==> src/hdl/btpc_pkg.sv <==
package btpc_pkg;

   localparam int DATA_W = 32;
   localparam int STEP_W = 5;

   localparam logic [DATA_W-1:0] T_OFFSET   = 32'd64000;
   localparam logic [DATA_W-1:0] P_FULL     = 32'd1048576;
   localparam logic [DATA_W-1:0] P_SCALE    = 32'd3125;
   localparam logic [DATA_W-1:0] SIGN_BIT   = 32'h80000000;
   localparam logic [DATA_W-1:0] P1_BIAS    = 32'd32768;
   localparam logic [DATA_W-1:0] T_ROUND    = 32'd128;
   localparam logic [DATA_W-1:0] DIV_TEN    = 32'd10;
   // magnitudes at or above this already saturate after the divide by ten
   localparam logic [DATA_W-1:0] DIV_LIMIT  = 32'd327680;
   // 13107 / 2^17 sits just under 1/10; the estimate is at most one low
   localparam logic [DATA_W-1:0] DIV_RECIP  = 32'd13107;

   localparam logic [1:0] REG_TEMP    = 2'd0;
   localparam logic [1:0] REG_PRESS_A = 2'd1;
   localparam logic [1:0] REG_PRESS_B = 2'd2;
   localparam logic [1:0] REG_PRESS_C = 2'd3;

   localparam logic KIND_TEMP  = 1'b0;
   localparam logic KIND_PRESS = 1'b1;

   typedef enum logic [3:0] {
      ST_IDLE = 4'b0001,
      ST_CALC = 4'b0010,
      ST_DIV  = 4'b0100,
      ST_DONE = 4'b1000
   } state_type;

   typedef struct packed {
      logic              start;
      logic [DATA_W-1:0] dividend;
      logic [DATA_W-1:0] divisor;
   } div_req_type;

   typedef struct packed {
      logic              done;
      logic [DATA_W-1:0] quotient;
   } div_rsp_type;

endpackage

==> src/hdl/btpc_div.sv <==
module btpc_div (
   input  logic                 clock,
   input  logic                 reset,
   input  btpc_pkg::div_req_type req,
   output btpc_pkg::div_rsp_type rsp
);
   import btpc_pkg::*;

   logic              busy_ff, busy_in;
   logic              done_ff, done_in;
   logic [4:0]        count_ff, count_in;
   logic [DATA_W-1:0] rem_ff, rem_in;
   logic [DATA_W-1:0] quo_ff, quo_in;
   logic [DATA_W-1:0] den_ff, den_in;
   logic [DATA_W:0]   trial;

   assign trial = {rem_ff, quo_ff[DATA_W-1]} - {1'b0, den_ff};

   always_comb begin
      busy_in  = busy_ff;
      done_in  = 1'b0;
      count_in = count_ff;
      rem_in   = rem_ff;
      quo_in   = quo_ff;
      den_in   = den_ff;
      if (req.start) begin
         busy_in  = 1'b1;
         count_in = '0;
         rem_in   = '0;
         quo_in   = req.dividend;
         den_in   = req.divisor;
      end else if (busy_ff) begin
         // restoring step, one quotient bit per cycle
         if (!trial[DATA_W]) begin
            rem_in = trial[DATA_W-1:0];
            quo_in = {quo_ff[DATA_W-2:0], 1'b1};
         end else begin
            rem_in = {rem_ff[DATA_W-2:0], quo_ff[DATA_W-1]};
            quo_in = {quo_ff[DATA_W-2:0], 1'b0};
         end
         count_in = count_ff + 5'd1;
         if (count_ff == 5'(DATA_W - 1)) begin
            busy_in = 1'b0;
            done_in = 1'b1;
         end
      end
   end

   always_ff @(posedge clock) begin
      if (reset) begin
         busy_ff  <= 1'b0;
         done_ff  <= 1'b0;
         count_ff <= '0;
      end else begin
         busy_ff  <= busy_in;
         done_ff  <= done_in;
         count_ff <= count_in;
      end
      rem_ff <= rem_in;
      quo_ff <= quo_in;
      den_ff <= den_in;
   end

   assign rsp.done     = done_ff;
   assign rsp.quotient = quo_ff;

endmodule

==> src/hdl/baro_temp_pressure_compensation.sv <==
// Barometric compensation, 32-bit integer scheme. A temperature transfer
// (tuser 0) updates the kept fine temperature and returns 0.1 degC; a pressure
// transfer (tuser 1) returns 10 Pa using the last fine temperature. One shared
// 32x32 multiplier (low 32 bits kept) is stepped by a sequencer. The pressure
// divide runs through a one-bit-per-cycle divider, which a zero divisor skips;
// the final divides by ten use a reciprocal multiply on the clamped magnitude
// and one correction step. One item is in flight at a time; the input is
// ready again the cycle after the result transfer. Coefficients must be
// written while idle.
module baro_temp_pressure_compensation (
   input  logic        clock,
   input  logic        reset,
   input  logic        req_tvalid,
   output logic        req_tready,
   input  logic [23:0] req_tdata,   // [19:0] raw_sample
   input  logic        req_tuser,   // [0] kind
   output logic        rsp_tvalid,
   input  logic        rsp_tready,
   output logic [15:0] rsp_tdata,   // [15:0] reading
   output logic [1:0]  rsp_tuser,   // [0] kind_out, [1] divisor_zero
   input  logic        csr_we,
   input  logic [1:0]  csr_index,
   input  logic [47:0] csr_wdata
);
   import btpc_pkg::*;

   function automatic logic [DATA_W-1:0] asr(input logic [DATA_W-1:0] x,
                                             input logic [4:0] n);
      return $signed(x) >>> n;
   endfunction

   function automatic logic [DATA_W-1:0] sx16(input logic [15:0] x);
      return {{16{x[15]}}, x};
   endfunction

   function automatic logic [DATA_W-1:0] clamp_lim(input logic [DATA_W-1:0] x);
      return (x > DIV_LIMIT) ? DIV_LIMIT : x;
   endfunction

   // remainder of 10..19 means the reciprocal estimate came out one low
   function automatic logic [DATA_W-1:0] fix_tenth(input logic [DATA_W-1:0] x,
                                                   input logic [DATA_W-1:0] q);
      logic [DATA_W-1:0] r;
      r = x - ({q[DATA_W-4:0], 3'b0} + {q[DATA_W-2:0], 1'b0});
      return (r >= DIV_TEN) ? q + 32'd1 : q;
   endfunction

   logic [47:0] temp_ff, pa_ff, pb_ff, pc_ff;

   state_type         state_ff, state_in;
   logic [STEP_W-1:0] step_ff, step_in;
   logic              kind_ff, kind_in;
   logic [19:0]       raw_ff, raw_in;
   logic              flag_ff, flag_in;
   logic [DATA_W-1:0] fine_ff, fine_in;
   logic [DATA_W-1:0] ra_ff, ra_in, rb_ff, rb_in, rc_ff, rc_in, rd_ff, rd_in;
   logic [15:0]       rd_out_ff, rd_out_in;
   logic              dz_ff, dz_in;

   logic [DATA_W-1:0] mul_a, mul_b, prod;
   div_req_type       dreq;
   div_rsp_type       drsp;
   logic [DATA_W-1:0] neg_q;

   logic [DATA_W-1:0] t1, t2, t3, p1, p2, p3, p4, p5, p6, p7, p8, p9;
   assign t1 = {16'b0, temp_ff[15:0]};
   assign t2 = sx16(temp_ff[31:16]);
   assign t3 = sx16(temp_ff[47:32]);
   assign p1 = {16'b0, pa_ff[15:0]};
   assign p2 = sx16(pa_ff[31:16]);
   assign p3 = sx16(pa_ff[47:32]);
   assign p4 = sx16(pb_ff[15:0]);
   assign p5 = sx16(pb_ff[31:16]);
   assign p6 = sx16(pb_ff[47:32]);
   assign p7 = sx16(pc_ff[15:0]);
   assign p8 = sx16(pc_ff[31:16]);
   assign p9 = sx16(pc_ff[47:32]);

   btpc_div u_div (
      .clock (clock),
      .reset (reset),
      .req   (dreq),
      .rsp   (drsp)
   );

   // shared multiplier operands per step
   always_comb begin
      mul_a = '0;
      mul_b = '0;
      if (state_ff == ST_CALC) begin
         if (kind_ff == KIND_TEMP) begin
            case (step_ff)
               5'd0: begin
                  mul_a = {15'b0, raw_ff[19:3]} - {15'b0, t1[15:0], 1'b0};
                  mul_b = t2;
               end
               5'd1: begin mul_a = rd_ff;              mul_b = rd_ff;     end
               5'd2: begin mul_a = asr(rb_ff, 5'd12);  mul_b = t3;        end
               5'd4: begin mul_a = fine_ff;            mul_b = 32'd5;     end
               5'd6: begin mul_a = rb_ff;              mul_b = DIV_RECIP; end
               default: ;
            endcase
         end else begin
            case (step_ff)
               5'd1:  begin mul_a = asr(ra_ff, 5'd2);  mul_b = asr(ra_ff, 5'd2); end
               5'd2:  begin mul_a = asr(rb_ff, 5'd11); mul_b = p6;               end
               5'd3:  begin mul_a = ra_ff;             mul_b = p5;               end
               5'd5:  begin mul_a = p3;                mul_b = asr(rb_ff, 5'd13); end
               5'd6:  begin mul_a = p2;                mul_b = ra_ff;            end
               5'd7:  begin mul_a = P1_BIAS + ra_ff;   mul_b = p1;               end
               5'd8:  begin
                  mul_a = (P_FULL - {12'b0, raw_ff}) - asr(rc_ff, 5'd12);
                  mul_b = P_SCALE;
               end
               5'd11: begin mul_a = rd_ff >> 3;        mul_b = rd_ff >> 3;       end
               5'd12: begin mul_a = p9;                mul_b = rb_ff >> 13;      end
               5'd13: begin mul_a = rd_ff >> 2;        mul_b = p8;               end
               5'd16: begin mul_a = rb_ff;             mul_b = DIV_RECIP;        end
               default: ;
            endcase
         end
      end
   end

   assign prod  = 32'(mul_a * mul_b);
   assign neg_q = -rd_ff;

   always_comb begin
      state_in  = state_ff;
      step_in   = step_ff;
      kind_in   = kind_ff;
      raw_in    = raw_ff;
      flag_in   = flag_ff;
      fine_in   = fine_ff;
      ra_in     = ra_ff;
      rb_in     = rb_ff;
      rc_in     = rc_ff;
      rd_in     = rd_ff;
      rd_out_in = rd_out_ff;
      dz_in     = dz_ff;
      dreq      = '0;
      case (state_ff)
         ST_IDLE: begin
            if (req_tvalid) begin
               kind_in  = req_tuser;
               raw_in   = req_tdata[19:0];
               dz_in    = 1'b0;
               step_in  = '0;
               state_in = ST_CALC;
            end
         end
         ST_CALC: begin
            step_in = step_ff + 5'd1;
            if (kind_ff == KIND_TEMP) begin
               case (step_ff)
                  5'd0: begin
                     ra_in = prod;
                     rd_in = {16'b0, raw_ff[19:4]} - t1;
                  end
                  5'd1: rb_in = prod;
                  5'd2: rb_in = prod;
                  5'd3: fine_in = asr(ra_ff, 5'd11) + asr(rb_ff, 5'd14);
                  5'd4: ra_in = asr(prod + T_ROUND, 5'd8);
                  5'd5: begin
                     flag_in = ra_ff[DATA_W-1];
                     rb_in   = clamp_lim(ra_ff[DATA_W-1] ? -ra_ff : ra_ff);
                  end
                  5'd6: rc_in = prod >> 17;
                  5'd7: rd_in = fix_tenth(rb_ff, rc_ff);
                  default: begin
                     // magnitude is at most 32768 here
                     if (flag_ff)
                        rd_out_in = neg_q[15:0];
                     else if (rd_ff > 32'd32767)
                        rd_out_in = 16'h7fff;
                     else
                        rd_out_in = rd_ff[15:0];
                     state_in = ST_DONE;
                  end
               endcase
            end else begin
               case (step_ff)
                  5'd0: ra_in = asr(fine_ff, 5'd1) - T_OFFSET;
                  5'd1: rb_in = prod;
                  5'd2: rc_in = prod;
                  5'd3: rc_in = rc_ff + {prod[DATA_W-2:0], 1'b0};
                  5'd4: rc_in = asr(rc_ff, 5'd2) + {p4[15:0], 16'b0};
                  5'd5: rb_in = prod;
                  5'd6: ra_in = asr(asr(rb_ff, 5'd3) + asr(prod, 5'd1), 5'd18);
                  5'd7: ra_in = asr(prod, 5'd15);
                  5'd8: begin
                     rd_in = prod;
                     if (ra_ff == '0) begin
                        rd_out_in = '0;
                        dz_in     = 1'b1;
                        state_in  = ST_DONE;
                     end
                  end
                  5'd9: begin
                     flag_in       = rd_ff[DATA_W-1];
                     dreq.start    = 1'b1;
                     dreq.dividend = rd_ff[DATA_W-1] ? rd_ff
                                                     : {rd_ff[DATA_W-2:0], 1'b0};
                     dreq.divisor  = ra_ff;
                     state_in      = ST_DIV;
                  end
                  5'd10: rd_in = flag_ff ? {drsp.quotient[DATA_W-2:0], 1'b0}
                                         : drsp.quotient;
                  5'd11: rb_in = prod;
                  5'd12: ra_in = asr(prod, 5'd12);
                  5'd13: rc_in = asr(prod, 5'd13);
                  5'd14: rd_in = rd_ff + asr(ra_ff + rc_ff + p7, 5'd4);
                  5'd15: rb_in = clamp_lim(rd_ff);
                  5'd16: rc_in = prod >> 17;
                  5'd17: rd_in = fix_tenth(rb_ff, rc_ff);
                  default: begin
                     rd_out_in = (rd_ff > 32'd32767) ? 16'h7fff : rd_ff[15:0];
                     state_in  = ST_DONE;
                  end
               endcase
            end
         end
         ST_DIV: begin
            if (drsp.done)
               state_in = ST_CALC;
         end
         ST_DONE: begin
            if (rsp_tready)
               state_in = ST_IDLE;
         end
         default: state_in = ST_IDLE;
      endcase
   end

   always_ff @(posedge clock) begin
      if (reset) begin
         state_ff <= ST_IDLE;
         step_ff  <= '0;
         fine_ff  <= '0;
         temp_ff  <= '0;
         pa_ff    <= '0;
         pb_ff    <= '0;
         pc_ff    <= '0;
      end else begin
         state_ff <= state_in;
         step_ff  <= step_in;
         fine_ff  <= fine_in;
         if (csr_we) begin
            case (csr_index)
               REG_TEMP:    temp_ff <= csr_wdata;
               REG_PRESS_A: pa_ff   <= csr_wdata;
               REG_PRESS_B: pb_ff   <= csr_wdata;
               REG_PRESS_C: pc_ff   <= csr_wdata;
               default: ;
            endcase
         end
      end
   end

   always_ff @(posedge clock) begin
      kind_ff   <= kind_in;
      raw_ff    <= raw_in;
      flag_ff   <= flag_in;
      ra_ff     <= ra_in;
      rb_ff     <= rb_in;
      rc_ff     <= rc_in;
      rd_ff     <= rd_in;
      rd_out_ff <= rd_out_in;
      dz_ff     <= dz_in;
   end

   assign req_tready = (state_ff == ST_IDLE);
   assign rsp_tvalid = (state_ff == ST_DONE);
   assign rsp_tdata  = rd_out_ff;
   assign rsp_tuser  = {dz_ff, kind_ff};

endmodule

==> config.mk <==
export PLATFORM = sky130hd
export DESIGN_NAME = baro_temp_pressure_compensation
export DESIGN_NICKNAME = d
export VERILOG_FILES = /design/src/hdl/btpc_pkg.sv /design/src/hdl/btpc_div.sv /design/src/hdl/baro_temp_pressure_compensation.sv
export SDC_FILE = /design/constraint.sdc
export NUM_CORES = 2
export LEC_CHECK = 0
export BUFFER_PORTS_ARGS = -buffer_cell sky130_fd_sc_hd__buf_2
export CAP_MARGIN = 30
export CELL_PAD_IN_SITES_DETAIL_PLACEMENT = 0
export CELL_PAD_IN_SITES_GLOBAL_PLACEMENT = 1
export CORE_ASPECT_RATIO = 0.6
export CORE_MARGIN = 1
export CORE_UTILIZATION = 24
export DETAILED_ROUTE_END_ITERATION = 10
export PLACE_DENSITY_LB_ADDON = 0.1
export SLEW_MARGIN = 20
export SYNTH_ARGS = -nofsm -noshare
export SYNTH_HDL_FRONTEND = slang
export SYNTH_HIERARCHICAL = 1
export SYNTH_SLANG_ARGS = --single-unit
export TNS_END_PERCENT = 50
==> constraint.sdc <==
create_clock -name clock -period 20.3 [get_ports clock]
set_input_delay 3.045 -clock clock [delete_from_list [all_inputs] [get_ports clock]]
set_output_delay 3.045 -clock clock [all_outputs]
set_load 0.05 [all_outputs]
==> impl_summary.txt <==
----------------------------------------------------
[Logic synthesis]
  Fraction of synthesis flops using an asynchronous set or reset pin ... 0
  Cell with the most instances after synthesis ... nand2_1
  Most area-hungry cell type in the Yosys netlist ... fa_1
  Syn_area_per_cell ... 8.25 um^2
  Leading cell types by total area after synthesis ... fa_1, edfxtp_1, dfxtp_1, ha_1, nand2_1
  Cell types with the highest counts after synthesis ... nand2_1, inv_1, nor2_1, a21oi_1, fa_1
  Count of different cell masters after synthesis ... 113
  Primary FF master, synth ... dfxtp_1
  Synthesized netlist net count ... 7819
  Netlist area before placement ... 56700 um^2
  Total of warnings raised by yosys ... 6
  Flip-flop and latch count after synthesis ... 493
  Number of enable flip-flop cells after synthesis ... 231
  Seq/Total Area, Yosys ... 0.215
  Area fraction of the dominant cell type after synthesis ... 0.167
  Mapped Cells ... 6869

[Place]
  Setup Slack @ Placement ... 4570 ps
  Input/output buffers ... 95
  Total placed cells including tap cells ... 9950
  Global placer's final weighted congestion ... 1.00
  Final HPWL from detailed placement ... 271000 um
  Area after DPL ... 61900 um^2

[Finish]
  Non-filler instance count after layout ... 10100
  Area of the multi-input gates ... 40700 um^2
  Number of fill cells in the layout ... 25300
  Share of post-route cells with drive strength above 1 ... 0.0989
  Area growth syn-to-layout ... 13.2%
  Post-Layout Inst Area ... 64100 um^2
  Storage cell area ... 12200 um^2
  Final Core Density ... 0.275
  Final-stage net count ... 7844

[Clock tree]
  Root Buffer ... clkbuf_16
  Clock Latency Late Sink ... 780 ps
  Number of buffers added by the clock tree synthesis step ... 59
  Maximum buffer depth of the clock tree ... 3
  CTS-repair resized insts ... 0
  Hold-fix buffers, CTS ... 0
  Clock tree from TritonCTS ... yes
  Number of setup buffers added after CTS ... 0
  CTS H-tree depth ... 2
  Clock-pin slew on the worst setup and hold paths ... 60 ps
  Clock sink count ... 493

[Floorplanning]
  Site row count ... 137
  Placeable core region ... 233000 um^2
  Floorplan die height ... 378 um
  Initial Utilization ... 0.243
  I/O Pins ... 100
  Die X-Extent ... 629 um
  DIE AREA ... 238000 um^2

[Pwr]
  Overall power consumption ... 3.23 mW
  Maximum VDD drop ... 86.0 uV
  Static leakage ... 25.5 nW
  Pwr per Cell Area ... 50.4 nW/um^2

[Timing]
  Worst Hold Margin ... 454 ps
  Final critical path time including I/O delays and setup ... 16050 ps
  Count of endpoints failing setup in the final report ... 0
  Tightest slew margin relative to the limit ... 0.161
  Slew at the pin closest to its max-slew limit ... 1250 ps
  Worst Setup Slack, final ... 4250 ps
  Accumulated negative setup slack ... 0 ps
  Fmax ... 62.3 MHz
  Fraction of the cycle the final worst path needs ... 0.791
  Clock Skews ... 103 ps
  Count of endpoints failing hold in the final timing report ... 0
  Final Max Slew Viols ... 0
  RSZ-0062 raised after global routing ... no

[Global route]
  Number of antenna violations at the first check in global routing ... 48
  Pin count of the biggest net entering global routing ... 122
  Number of global-route vias before repair ... 50700
  Global-route wire length before repair ... 467000 um
  Overall Global Routing Usage ... 0.286
  Final global-route overflow total ... 0

[Critical path]
  Worst reg2reg path depth ... 53
  Critical Path Fanout Max ... 10
  Most Frequent Cell on Critical Path ... fa_1
  Req. time, crit path ... 20720 ps
  Crit start category ... flip-flop
  Slowest cell on the critical path ... nor2_1
  Critical Setup Path Class ... flip-flop to flip-flop
  Crit path capture type ... flip-flop
  Delay of the slowest cell on the worst path ... 760 ps
  Register-to-register setup slack ... 4250 ps
  Critical path data arrival time ... 16470 ps

[Routing]
  Average vias per placed instance ... 5.51
  Residual DRC count ... 0
  Routed WL ... 350000 um
  Total number of vias ... 55600
  Length of the first detailed-routing pass in iterations ... 6
  Detailed router's first-iteration violation count ... 8084
  DRT antenna net count ... 0
  Routed wire length per instance ... 34.7 um

[Hold path]
  Classification of the worst-slack hold path ... flip-flop to flip-flop
  WHS Path Cells ... 2

[Outcome]
  Result of the run ... finished, final reports clean

[Flow run]
  # Max-Cap Violations ... 0

----------------------------------------------------
-- report_power, final --
group          leakage [nW]  internal [mW]  switching (mW)  total [mW]
sequential             4.44           1.08          0.0479        1.13
clock                  1.02          0.670           0.562        1.23
combinational          20.0          0.263           0.614       0.877
-- cell usage in the layout (no fill, tap or decap), drive strengths merged, types with 49 or more instances in the layout --
| cell type | Yosys | final |
|---|---|---|
| dfxtp | 262 | 262 |
| mux2i | 89 | 89 |
| nor2 | 605 | 605 |
| nand3 | 138 | 138 |
| a22oi | 113 | 113 |
| o22ai | 61 | 61 |
| clkbuf | 315 | 78 |
| a21oi | 542 | 542 |
| xnor2 | 253 | 253 |
| buf | 89 | 366 |
| a31oi | 49 | 49 |
| o21ai | 307 | 307 |
| a21o | 60 | 60 |
| a221oi | 71 | 71 |
| ha | 397 | 397 |
| xor2 | 102 | 102 |
| nand2b | 78 | 78 |
| edfxtp | 231 | 231 |
| nand2 | 954 | 954 |
| nor3 | 110 | 110 |
| inv | 681 | 686 |
| nor2b | 58 | 58 |
| fa | 473 | 473 |
-- critical path, delay by kind of cell, from the launching register on --
family / cells / cell delay, ps
multiplexers: 1 / 150
AND/OR/NAND/NOR: 9 / 2700
AO/OA/AOI/OAI: 11 / 3140
adder cells (fa/ha/maj): 10 / 4360
XOR/XNOR: 17 / 4250
flip-flops: 1 / 650
buffers and inverters: 5 / 490
-- registers in the layout, indices dropped and copies added (netlist names), 20 cells and up --
signal,cells
fine_ff,22
pa_ff,48
pb_ff,48
pc_ff,48
ra_ff,32
raw_ff,20
rb_ff,32
rc_ff,32
rd_ff,32
temp_ff,48
u_div/den_ff,32
u_div/quo_ff,32
u_div/rem_ff,32
-- per-layer routing --
layer,GRT usage,part of all wire,vias up
met3,0.121,0.13,331
li1,-,-,23800
met4,0.0490,0.019,22
met2,0.329,0.33,3011
met5,0.00707,0.0011,-
met1,0.463,0.52,28400
-- area by class of cell --
| cell class | instances | area share |
|---|---|---|
| diodes | 12 | 0.000468 |
| clock buffers | 76 | 0.0257 |
| clock inverters | 35 | 0.00714 |
| inverters | 686 | 0.0402 |
| multi-input cells | 5286 | 0.635 |
| flip-flops and latches | 493 | 0.190 |
| well taps | 3127 | 0.0610 |
| repair buffers | 368 | 0.0405 |
-- path summary, 6_finish.rpt --
check | from | endpoint
max | raw_ff[3] | ra_ff[25]
max reg2reg | raw_ff[3] | ra_ff[25]
min reg2reg | temp_ff[10] | temp_ff[10]
min | temp_ff[10] | temp_ff[10]
-- cells by family (layout without fill, tap and decap cells) --
family | after synthesis | in the layout | share of synthesized area
buffers and inverters | 1090 | 1165 | 0.0742
AO/OA/AOI/OAI | 1672 | 1672 | 0.195
AND/OR/NAND/NOR | 2252 | 2252 | 0.179
XOR/XNOR | 363 | 363 | 0.0582
adder cells (fa/ha/maj) | 870 | 870 | 0.255
flip-flops | 493 | 493 | 0.215
multiplexers | 129 | 129 | 0.0238
other | 0 | 12 | 0
(Power assumes the default switching activity.)
